==> config.mk <==
export PLATFORM = sky130hd
export DESIGN_NAME = quadrature_decoder_rpm_top
export DESIGN_NICKNAME = d
export VERILOG_FILES = /design/src/hw/rtl/qdr_pkg.sv /design/src/hw/rtl/quadrature_decoder_rpm_top.sv /design/src/hw/rtl/qdr_mul.sv /design/src/hw/rtl/qdr_div.sv
export SDC_FILE = /design/constraint.sdc
export NUM_CORES = 2
export LEC_CHECK = 0
export CAP_MARGIN = 25
export CORE_MARGIN = 2
export CORE_UTILIZATION = 40
export CTS_BUF_LIST = sky130_fd_sc_hd__clkbuf_8
export DETAILED_ROUTE_END_ITERATION = 8
export DONT_BUFFER_PORTS = 1
export HOLD_SLACK_MARGIN = 0.05
export PLACE_DENSITY = 0.61
export SLEW_MARGIN = 40
export SYNTH_ARGS = -nofsm -noshare
export SYNTH_HDL_FRONTEND = slang
export SYNTH_SLANG_ARGS = --single-unit
==> constraint.sdc <==
create_clock -name clk -period 37.7 [get_ports clk]
set_input_delay 11.31 -clock clk [delete_from_list [all_inputs] [get_ports clk]]
set_output_delay 11.31 -clock clk [all_outputs]
set_load 0.1 [all_outputs]
==> src/hw/rtl/qdr_pkg.sv <==
package qdr_pkg;

    // Default position counter width.
    localparam int QDR_COUNT_WIDTH = 32;

    // Fixed field widths.
    localparam int TIME_W = 32;
    localparam int REG_W  = 16;
    localparam int OUT_W  = 32;

    // Elapsed time times counts per revolution.
    localparam int TDT_W = TIME_W + REG_W;

    // Full rpm divisor: elapsed time times counts per revolution times denominator.
    localparam int DIV_DEN_W = TIME_W + 2 * REG_W;

    // Multiplier operand B width.
    localparam int MUL_B_W = 32;

    // Scale factors for counts per second and rpm.
    localparam int MS_PER_S    = 1000;
    localparam int SEC_PER_MIN = 60;
    localparam int RPM_SCALE   = MS_PER_S * SEC_PER_MIN;

    // Channel codes, A in bit 1 and B in bit 0.
    localparam logic [1:0] GRAY_00 = 2'b00;
    localparam logic [1:0] GRAY_01 = 2'b01;
    localparam logic [1:0] GRAY_10 = 2'b10;
    localparam logic [1:0] GRAY_11 = 2'b11;

    // Operation codes of an input beat.
    localparam logic OP_SAMPLE  = 1'b0;
    localparam logic OP_MEASURE = 1'b1;

    // Configuration register indexes.
    typedef enum logic [1:0] {
        REG_INVERT    = 2'd0,
        REG_CPR       = 2'd1,
        REG_RATIO_NUM = 2'd2,
        REG_RATIO_DEN = 2'd3
    } reg_index_t;

    // Status of a shared arithmetic unit.
    typedef struct packed {
        logic busy;
        logic done;
    } unit_stat_t;

    // Next code in the counting-up direction.
    function automatic logic [1:0] gray_up(input logic [1:0] cur);
        logic [1:0] nxt;
        case (cur)
            GRAY_00: nxt = GRAY_10;
            GRAY_10: nxt = GRAY_11;
            GRAY_11: nxt = GRAY_01;
            default: nxt = GRAY_00;
        endcase
        return nxt;
    endfunction

    // Next code in the counting-down direction.
    function automatic logic [1:0] gray_down(input logic [1:0] cur);
        logic [1:0] nxt;
        case (cur)
            GRAY_00: nxt = GRAY_01;
            GRAY_10: nxt = GRAY_00;
            GRAY_11: nxt = GRAY_10;
            default: nxt = GRAY_11;
        endcase
        return nxt;
    endfunction

    // Apply a sign to a magnitude and saturate to signed 32 bits.
    // The flag big means the magnitude is at least 2^31.
    function automatic logic [OUT_W-1:0] sat_s32(
        input logic                neg,
        input logic                big,
        input logic [OUT_W-2:0]    mag
    );
        logic [OUT_W-1:0] res;
        if (neg) begin
            res = big ? {1'b1, {(OUT_W-1){1'b0}}} : (~{1'b0, mag} + OUT_W'(1));
        end
        else begin
            res = big ? {1'b0, {(OUT_W-1){1'b1}}} : {1'b0, mag};
        end
        return res;
    endfunction

endpackage

==> src/hw/rtl/quadrature_decoder_rpm_top.sv <==
// Channel-sample beats, and measure beats whose time has not advanced, give their result in
// the cycle after acceptance; the next beat is then taken at once unless the output stalls.
// A measure beat that takes a snapshot runs three serial multiplies and two restoring divides
// on the shared units; no beat is accepted meanwhile.
// Asynchronous active-low reset clears all counters and rate results and restores the registers.
module quadrature_decoder_rpm_top
    import qdr_pkg::*;
#(
    parameter int COUNT_WIDTH = QDR_COUNT_WIDTH
)(
    input  logic                    clk,
    input  logic                    rst_n,
    input  logic                    cfg_we,
    input  logic [1:0]              cfg_index,
    input  logic [REG_W-1:0]        cfg_wdata,
    input  logic                    in_valid,
    output logic                    in_stall,
    input  logic                    op,
    input  logic                    chan_a,
    input  logic                    chan_b,
    input  logic [TIME_W-1:0]       now_ms,
    output logic                    out_valid,
    input  logic                    out_stall,
    output logic signed [OUT_W-1:0] position_count,
    output logic [OUT_W-1:0]        skipped_total,
    output logic [1:0]              channel_bits,
    output logic signed [OUT_W-1:0] counts_per_second,
    output logic signed [OUT_W-1:0] shaft_rpm,
    output logic                    measured
);

    localparam int CW      = COUNT_WIDTH;
    localparam int POS_W   = (CW > OUT_W) ? CW : OUT_W;
    localparam int MUL_A_W = (CW > TDT_W) ? CW : TDT_W;
    localparam int PROD_W  = MUL_A_W + MUL_B_W;
    localparam int NUM_W   = CW + MUL_B_W;

    typedef enum logic [2:0] {
        ST_IDLE,
        ST_MUL_FREQ,
        ST_DIV_FREQ,
        ST_MUL_RPMN,
        ST_MUL_RPMD,
        ST_DIV_RPM,
        ST_FINISH
    } state_t;

    state_t state_reg;

    // Configuration registers.
    logic             invert_reg;
    logic [REG_W-1:0] cpr_reg;
    logic [REG_W-1:0] ratio_num_reg;
    logic [REG_W-1:0] ratio_den_reg;

    // Decoder and measurement state.
    logic [1:0]        chan_reg;
    logic              known_reg;
    logic [CW-1:0]     pos_reg;
    logic [OUT_W-1:0]  skip_reg;
    logic [TIME_W-1:0] last_ms_reg;
    logic [OUT_W-1:0]  freq_reg;
    logic [OUT_W-1:0]  rpm_reg;

    logic [1:0]       chan_next;
    logic             known_next;
    logic [CW-1:0]    pos_next;
    logic [OUT_W-1:0] skip_next;

    // Sequencer outputs and working registers.
    logic              mul_start_reg;
    logic              div_start_reg;
    logic [CW-1:0]     mag_reg;
    logic              neg_reg;
    logic [TIME_W-1:0] dt_reg;
    logic [TDT_W-1:0]  t_reg;
    logic [OUT_W-1:0]  k_reg;
    logic [NUM_W-1:0]  nnum_reg;

    // Output register.
    logic             out_valid_reg;
    logic [OUT_W-1:0] position_count_reg;
    logic [OUT_W-1:0] skipped_total_reg;
    logic [1:0]       channel_bits_reg;
    logic [OUT_W-1:0] counts_per_second_reg;
    logic [OUT_W-1:0] shaft_rpm_reg;
    logic             measured_reg;

    logic [1:0]         chan_in;
    logic [TIME_W-1:0]  dt_now;
    logic               advance;
    logic               out_free;
    logic               accept;
    logic               take_sample;
    logic               start_meas;
    logic               quick_load;
    logic               finish_load;
    logic               load_out;
    logic [CW-1:0]      snap;
    logic               snap_neg;
    logic [CW-1:0]      snap_mag;
    logic [POS_W-1:0]   pos_wide;

    logic [MUL_A_W-1:0] mul_a;
    logic [MUL_B_W-1:0] mul_b;
    logic [PROD_W-1:0]  mul_product;
    unit_stat_t         mul_stat;
    logic [NUM_W-1:0]   div_num;
    logic [DIV_DEN_W-1:0] div_den;
    logic [NUM_W-1:0]   div_q;
    unit_stat_t         div_stat;
    logic               q_big;
    logic               den_zero;

    // Shared serial multiplier.
    qdr_mul #(
        .A_W (MUL_A_W),
        .B_W (MUL_B_W)
    ) u_mul (
        .clk     (clk),
        .rst_n   (rst_n),
        .start   (mul_start_reg),
        .a       (mul_a),
        .b       (mul_b),
        .product (mul_product),
        .stat    (mul_stat)
    );

    // Shared restoring divider.
    qdr_div #(
        .N_W (NUM_W),
        .D_W (DIV_DEN_W)
    ) u_div (
        .clk      (clk),
        .rst_n    (rst_n),
        .start    (div_start_reg),
        .num      (div_num),
        .den      (div_den),
        .quotient (div_q),
        .stat     (div_stat)
    );

    // Handshake decisions.
    always_comb
    begin
        out_free    = !out_valid_reg || !out_stall;
        in_stall    = !((state_reg == ST_IDLE) && out_free);
        accept      = in_valid && !in_stall;
        dt_now      = now_ms - last_ms_reg;
        advance     = (now_ms > last_ms_reg);
        take_sample = accept && (op == OP_SAMPLE);
        start_meas  = accept && (op == OP_MEASURE) && advance;
        quick_load  = accept && !start_meas;
        finish_load = (state_reg == ST_FINISH) && out_free;
        load_out    = quick_load || finish_load;
    end

    // Channel decoding for a sample beat.
    always_comb
    begin
        chan_in    = {chan_a, chan_b};
        chan_next  = chan_reg;
        known_next = known_reg;
        pos_next   = pos_reg;
        skip_next  = skip_reg;
        if (take_sample)
        begin
            if (!known_reg)
            begin
                chan_next  = chan_in;
                known_next = 1'b1;
            end
            else if (chan_in != chan_reg)
            begin
                if (chan_in == gray_up(chan_reg))
                begin
                    pos_next = pos_reg + CW'(1);
                end
                else if (chan_in == gray_down(chan_reg))
                begin
                    pos_next = pos_reg - CW'(1);
                end
                else
                begin
                    skip_next = skip_reg + OUT_W'(1);
                end
                chan_next = chan_in;
            end
        end
        pos_wide = POS_W'(pos_next);
    end

    // Snapshot sign and magnitude; the most negative count keeps its sign.
    always_comb
    begin
        snap     = invert_reg ? (~pos_reg + CW'(1)) : pos_reg;
        snap_neg = snap[CW-1];
        snap_mag = snap_neg ? (~snap + CW'(1)) : snap;
    end

    // Operand selection for the shared units, by sequencer step.
    always_comb
    begin
        mul_a   = '0;
        mul_b   = '0;
        div_num = '0;
        div_den = '0;
        case (state_reg)
            ST_MUL_FREQ:
            begin
                mul_a = MUL_A_W'(mag_reg);
                mul_b = MUL_B_W'(MS_PER_S);
            end
            ST_MUL_RPMN:
            begin
                mul_a = MUL_A_W'(mag_reg);
                mul_b = k_reg;
            end
            ST_MUL_RPMD:
            begin
                mul_a = MUL_A_W'(t_reg);
                mul_b = MUL_B_W'(ratio_den_reg);
            end
            ST_DIV_FREQ:
            begin
                div_num = mul_product[NUM_W-1:0];
                div_den = DIV_DEN_W'(dt_reg);
            end
            ST_DIV_RPM:
            begin
                div_num = nnum_reg;
                div_den = mul_product[DIV_DEN_W-1:0];
            end
            default:
            begin
                mul_a = '0;
            end
        endcase
        q_big    = |div_q[NUM_W-1:OUT_W-1];
        den_zero = (cpr_reg == '0) || (ratio_den_reg == '0);
    end

    // Sequencer, configuration and decoder state.
    always_ff @(posedge clk or negedge rst_n)
    begin
        if (!rst_n)
        begin
            state_reg     <= ST_IDLE;
            mul_start_reg <= 1'b0;
            div_start_reg <= 1'b0;
            out_valid_reg <= 1'b0;
            invert_reg    <= 1'b0;
            cpr_reg       <= REG_W'(1);
            ratio_num_reg <= REG_W'(1);
            ratio_den_reg <= REG_W'(1);
            chan_reg      <= GRAY_00;
            known_reg     <= 1'b0;
            pos_reg       <= '0;
            skip_reg      <= '0;
            last_ms_reg   <= '0;
            freq_reg      <= '0;
            rpm_reg       <= '0;
        end
        else
        begin
            mul_start_reg <= 1'b0;
            div_start_reg <= 1'b0;

            if (cfg_we)
            begin
                case (reg_index_t'(cfg_index))
                    REG_INVERT:    invert_reg    <= cfg_wdata[0];
                    REG_CPR:       cpr_reg       <= cfg_wdata;
                    REG_RATIO_NUM: ratio_num_reg <= cfg_wdata;
                    REG_RATIO_DEN: ratio_den_reg <= cfg_wdata;
                    default:       invert_reg    <= invert_reg;
                endcase
            end

            chan_reg  <= chan_next;
            known_reg <= known_next;
            skip_reg  <= skip_next;
            pos_reg   <= start_meas ? '0 : pos_next;

            if (load_out)
            begin
                out_valid_reg <= 1'b1;
            end
            else if (!out_stall)
            begin
                out_valid_reg <= 1'b0;
            end

            case (state_reg)
                ST_IDLE:
                begin
                    if (start_meas)
                    begin
                        last_ms_reg   <= now_ms;
                        mul_start_reg <= 1'b1;
                        state_reg     <= ST_MUL_FREQ;
                    end
                end
                ST_MUL_FREQ:
                begin
                    if (mul_stat.done)
                    begin
                        div_start_reg <= 1'b1;
                        state_reg     <= ST_DIV_FREQ;
                    end
                end
                ST_DIV_FREQ:
                begin
                    if (div_stat.done)
                    begin
                        freq_reg      <= sat_s32(neg_reg, q_big, div_q[OUT_W-2:0]);
                        mul_start_reg <= 1'b1;
                        state_reg     <= ST_MUL_RPMN;
                    end
                end
                ST_MUL_RPMN:
                begin
                    if (mul_stat.done)
                    begin
                        mul_start_reg <= 1'b1;
                        state_reg     <= ST_MUL_RPMD;
                    end
                end
                ST_MUL_RPMD:
                begin
                    if (mul_stat.done)
                    begin
                        div_start_reg <= 1'b1;
                        state_reg     <= ST_DIV_RPM;
                    end
                end
                ST_DIV_RPM:
                begin
                    if (div_stat.done)
                    begin
                        if (nnum_reg == '0)
                        begin
                            rpm_reg <= '0;
                        end
                        else if (den_zero)
                        begin
                            rpm_reg <= sat_s32(neg_reg, 1'b1, '0);
                        end
                        else
                        begin
                            rpm_reg <= sat_s32(neg_reg, q_big, div_q[OUT_W-2:0]);
                        end
                        state_reg <= ST_FINISH;
                    end
                end
                ST_FINISH:
                begin
                    if (finish_load)
                    begin
                        state_reg <= ST_IDLE;
                    end
                end
                default:
                begin
                    state_reg <= ST_IDLE;
                end
            endcase
        end
    end

    // Working operands and the output beat.
    always_ff @(posedge clk)
    begin
        if (start_meas)
        begin
            mag_reg <= snap_mag;
            neg_reg <= snap_neg;
            dt_reg  <= dt_now;
        end
        if (state_reg == ST_MUL_FREQ)
        begin
            t_reg <= TDT_W'(dt_reg) * TDT_W'(cpr_reg);
            k_reg <= OUT_W'(RPM_SCALE) * OUT_W'(ratio_num_reg);
        end
        if ((state_reg == ST_MUL_RPMN) && mul_stat.done)
        begin
            nnum_reg <= mul_product[NUM_W-1:0];
        end
        if (load_out)
        begin
            position_count_reg    <= pos_wide[OUT_W-1:0];
            skipped_total_reg     <= skip_next;
            channel_bits_reg      <= chan_next;
            counts_per_second_reg <= freq_reg;
            shaft_rpm_reg         <= rpm_reg;
            measured_reg          <= finish_load;
        end
    end

    assign out_valid         = out_valid_reg;
    assign position_count    = position_count_reg;
    assign skipped_total     = skipped_total_reg;
    assign channel_bits      = channel_bits_reg;
    assign counts_per_second = counts_per_second_reg;
    assign shaft_rpm         = shaft_rpm_reg;
    assign measured          = measured_reg;

    // No beat is taken while a measurement is in progress.
    a_busy_stalls: assert property (@(posedge clk) disable iff (!rst_n)
        (state_reg != ST_IDLE) |-> in_stall)
        else $error("input accepted while a measurement runs");

    // A measurement clears the count, so its beat shows a zero position.
    a_measure_clears: assert property (@(posedge clk) disable iff (!rst_n)
        (out_valid && measured) |-> (position_count == '0))
        else $error("measurement beat with nonzero position");

    // The two shared units never run at the same time.
    a_units_exclusive: assert property (@(posedge clk) disable iff (!rst_n)
        !(mul_stat.busy && div_stat.busy))
        else $error("multiplier and divider busy together");

    // The divider finishes only in a divide step of the sequencer.
    a_div_done_step: assert property (@(posedge clk) disable iff (!rst_n)
        div_stat.done |-> ((state_reg == ST_DIV_FREQ) || (state_reg == ST_DIV_RPM)))
        else $error("divider finished outside a divide step");

endmodule

==> src/hw/rtl/qdr_mul.sv <==
module qdr_mul
    import qdr_pkg::*;
#(
    parameter int A_W = 48,
    parameter int B_W = MUL_B_W
)(
    input  logic               clk,
    input  logic               rst_n,
    input  logic               start,
    input  logic [A_W-1:0]     a,
    input  logic [B_W-1:0]     b,
    output logic [A_W+B_W-1:0] product,
    output unit_stat_t         stat
);

    localparam int P_W   = A_W + B_W;
    localparam int CNT_W = (B_W > 1) ? $clog2(B_W) : 1;

    logic [P_W-1:0]   acc_reg;
    logic [P_W-1:0]   a_sh_reg;
    logic [B_W-1:0]   b_sh_reg;
    logic [CNT_W-1:0] cnt_reg;
    logic             busy_reg;
    logic             done_reg;

    // Step control: one multiplier bit per cycle.
    always_ff @(posedge clk or negedge rst_n)
    begin
        if (!rst_n)
        begin
            busy_reg <= 1'b0;
            done_reg <= 1'b0;
            cnt_reg  <= '0;
        end
        else
        begin
            done_reg <= 1'b0;
            if (start)
            begin
                busy_reg <= 1'b1;
                cnt_reg  <= '0;
            end
            else if (busy_reg)
            begin
                cnt_reg <= cnt_reg + CNT_W'(1);
                if (cnt_reg == CNT_W'(B_W - 1))
                begin
                    busy_reg <= 1'b0;
                    done_reg <= 1'b1;
                end
            end
        end
    end

    // Shift-add datapath; the accumulator holds the product until the next start.
    always_ff @(posedge clk)
    begin
        if (start)
        begin
            acc_reg  <= '0;
            a_sh_reg <= P_W'(a);
            b_sh_reg <= b;
        end
        else if (busy_reg)
        begin
            if (b_sh_reg[0])
            begin
                acc_reg <= acc_reg + a_sh_reg;
            end
            a_sh_reg <= {a_sh_reg[P_W-2:0], 1'b0};
            b_sh_reg <= {1'b0, b_sh_reg[B_W-1:1]};
        end
    end

    assign product   = acc_reg;
    assign stat.busy = busy_reg;
    assign stat.done = done_reg;

endmodule

==> src/hw/rtl/qdr_div.sv <==
module qdr_div
    import qdr_pkg::*;
#(
    parameter int N_W = 64,
    parameter int D_W = DIV_DEN_W
)(
    input  logic           clk,
    input  logic           rst_n,
    input  logic           start,
    input  logic [N_W-1:0] num,
    input  logic [D_W-1:0] den,
    output logic [N_W-1:0] quotient,
    output unit_stat_t     stat
);

    localparam int CNT_W = $clog2(N_W);

    logic [D_W-1:0]   rem_reg;
    logic [D_W-1:0]   den_reg;
    logic [N_W-1:0]   q_sh_reg;
    logic [CNT_W-1:0] cnt_reg;
    logic             busy_reg;
    logic             done_reg;
    logic [D_W:0]     trial;
    logic [D_W:0]     diff;
    logic             ge;

    // One restoring step: bring down the next numerator bit and try to subtract.
    always_comb
    begin
        trial = {rem_reg, q_sh_reg[N_W-1]};
        ge    = (trial >= {1'b0, den_reg});
        diff  = trial - {1'b0, den_reg};
    end

    // Step control: one quotient bit per cycle.
    always_ff @(posedge clk or negedge rst_n)
    begin
        if (!rst_n)
        begin
            busy_reg <= 1'b0;
            done_reg <= 1'b0;
            cnt_reg  <= '0;
        end
        else
        begin
            done_reg <= 1'b0;
            if (start)
            begin
                busy_reg <= 1'b1;
                cnt_reg  <= '0;
            end
            else if (busy_reg)
            begin
                cnt_reg <= cnt_reg + CNT_W'(1);
                if (cnt_reg == CNT_W'(N_W - 1))
                begin
                    busy_reg <= 1'b0;
                    done_reg <= 1'b1;
                end
            end
        end
    end

    // Numerator shifts out at the top while quotient bits shift in at the bottom.
    always_ff @(posedge clk)
    begin
        if (start)
        begin
            rem_reg  <= '0;
            den_reg  <= den;
            q_sh_reg <= num;
        end
        else if (busy_reg)
        begin
            rem_reg  <= ge ? diff[D_W-1:0] : trial[D_W-1:0];
            q_sh_reg <= {q_sh_reg[N_W-2:0], ge};
        end
    end

    assign quotient  = q_sh_reg;
    assign stat.busy = busy_reg;
    assign stat.done = done_reg;

endmodule

==> impl_metrics.toml <==
[run_status]
status = "complete, no violations"

[clocking]
numClockSinks = 920
cts_buffer_depth = 3
cts-resized-gates = 0
clock_latency_ns = 0.91
root_buffer = "clkbuf_8"
htreeDepth = 4
clk_pin_slew_ns = 0.07
cts_tree = "built"
cts_inserted_buffers = 161
cts_setup_buffers = 0
hold_buffers = 0

[finish]
syn_to_final_growth_pct = 12.65
drive_gt1_share_pct = 8.416
num-nets-final = 7606

[worst_setup_path]
critPathLaunchType = "primary input"
path_delay_family = "buffers and inverters"
crit_buf_inv = 1
slowest_delay_ns = 0.55
crit_chain = "a2111oi_2, inv_1"
end_kind = "output pin"
arrival_ns = 12.40
cp_max_fo = 4
cp.depth = 2
crit_slowest_cell = "inv_1"
setup.worst_path.class = "in2out"
ff2ff_path_depth = 22
worstPathRequired_ns = 26.39

[detailed_routing]
ant_nets = 0
drtPass1Iterations = 6
wl_per_cell_um = 19.96
drc_errors = 0
drt-total-wl_um = 180400
drt_iter0_drc = 3921
vias = 49180
vias_per_cell = 5.442

[floorplanning]
die_h_um = 410.8
initial_core_util_pct = 40.20
coreArea_um2 = 164600
ios = 191
dieArea_um2 = 168700
std_cell_rows = 149
dieWidth_um = 410.8

[sta]
final_max_slew_viol_count = 0
fmax_mhz = 42.18
worstMarginPinSlew_ns = 0.9054
setup_violations = 0
hold_ws_ns = 0.4483
slew_headroom_pct = 39.77
rsz0062_at_grt = "no"
min_period_ns = 23.71
min_period_over_period_pct = 62.89
skew_ns = 0.05787
setup_tns_ns = 0
hold_viol = 0
finalWorstSetupSlack_ns = 13.99

[yosys]
synth_area_um2 = 66180
seq_area_frac_synth_pct = 37.81
synth-edff-count = 543
yosys.area.top_type = "edfxtp_1"
async_reset_ff_share_pct = 25.33
synthTopCellsByArea = "edfxtp_1, fa_1, dfrtp_1"
ys_warn_count = 0
yosys_register_bits = 920
ys.flop_type = "edfxtp_1"
synth_commonest_cells = "nand2_1, inv_1, edfxtp_1, fa_1, nor2_1"
synth_top_area_share_pct = 24.64
synthesis.nets = 7611
post_synth_num_cell_types = 86
yosysMostFrequentCell = "nand2_1"
syn_inst = 6708
syn_area_per_cell_um2 = 9.866

[global_route]
grt_max_degree = 234
grt_pass1_vias = 49340
grt_pass1_wl_um = 282600
gr-usage-all-layers_pct = 21.21
antenna_found_initial = 7
grt-ovfl-total = 0

[min_path]
hp-class = "reg2reg"
holdPathStages = 0

[pwr]
power.density_nw_per_um2 = 100.6
leakagePower_nw = 31.80
ir_drop_mv = 0.2220

[place]
dp_slack_ns = 13.99
io_buffer_count = 0
gp_congestion = 0.9131
hpwlAfterDp_um = 130500

[run]
maxCapViolCount = 0
[power by group]
part	total, mW	switching, mW	internal [mW]	leakage (nW)
registers	1.38	0.0308	1.35	8.76
logic	5.10	3.00	2.10	21.0
clock network	1.02	0.462	0.561	2.03
[layout by cell type (no fill, tap or decap), types with 17 or more instances in the layout]
cell type	count
a211oi_1	79
a21o_1	118
a21oi_1	393
a221oi_1	54
a22o_1	62
a22oi_1	71
a31oi_1	39
and2_1	307
and3_1	36
buf_16	74
buf_4	59
buf_6	25
buf_8	17
clkbuf_8	190
clkinv_2	19
dfrtp_1	224
dfxtp_1	144
edfxtp_1	543
fa_1	482
ha_1	363
inv_1	755
mux2_2	86
mux2i_1	66
nand2_1	761
nand2b_1	26
nand3_1	100
nand4_1	69
nor2_1	468
nor2b_1	30
nor3_1	67
nor4_1	45
o21a_1	50
o21ai_0	266
o21bai_1	44
o22ai_1	18
o31ai_1	26
or3_1	43
xnor2_1	211
xor2_1	126
[kinds of logic (layout without fill, tap and decap cells)]
group	count (synthesis)	in the layout	share of synthesized area [%]
compound gates	1357	1357	13.27
xor+xnor	338	338	4.502
fa+ha+maj	845	845	21.44
buf+inv	1060	1196	6.050
flops	920	920	37.81
mux	152	152	2.462
other cells	0	3	0
simple gates	2036	2036	14.46
[layout make-up]
class                      count  area (µm²)
fill                       15450       90070
multi-input combinational   4728       37290
sequential                   920       25040
timing repair buffer         182        3187
tap                         2189        2739
inverter                     710        2668
clock buffer                 190        2615
clock inverter               114       997.2
antenna                        3       7.507
[worst paths after layout]
check	endpoint	slack, ns	from
max	in_stall	13.99	out_stall
min	counts_per_second[24]$_DFFE_PP_	0.45	freq_reg[24]$_DFFE_PN0P_
max reg2reg	t_reg[46]$_DFFE_PP_	29.51	dt_reg[5]$_DFFE_PP_
min reg2reg	counts_per_second[24]$_DFFE_PP_	0.45	freq_reg[24]$_DFFE_PN0P_
max in group asynchronous	u_div.busy_reg$_DFF_PN0_	26.18	rst_n
min in group asynchronous	last_ms_reg[10]$_DFFE_PN0P_	10.13	rst_n
[metrics by stage]
stage,std cells,total power [mW],util (%),instance area [µm²]
3_5_place_dp,8712,6.475,42.85,70550
6_report,9036,7.503,45.29,74550
3_3_place_gp,8613,6.411,41.42,68180
4_1_cts,9016,7.541,45.05,74160
2_1_floorplan,6708,5.156,-,66180
5_1_grt,9035,8.190,45.28,74550
[per-layer routing]
layer / routed length, µm / global-route usage (%) / part of all wire (%)
met1: 79480 / 28.96 / 44
met2: 85790 / 35.02 / 48
met3: 10750 / 3.100 / 6.0
met5: 0 / 0 / 0
met4: 4350 / 5.990 / 2.4
No activity file was read; power rests on OpenSTA's default activity.
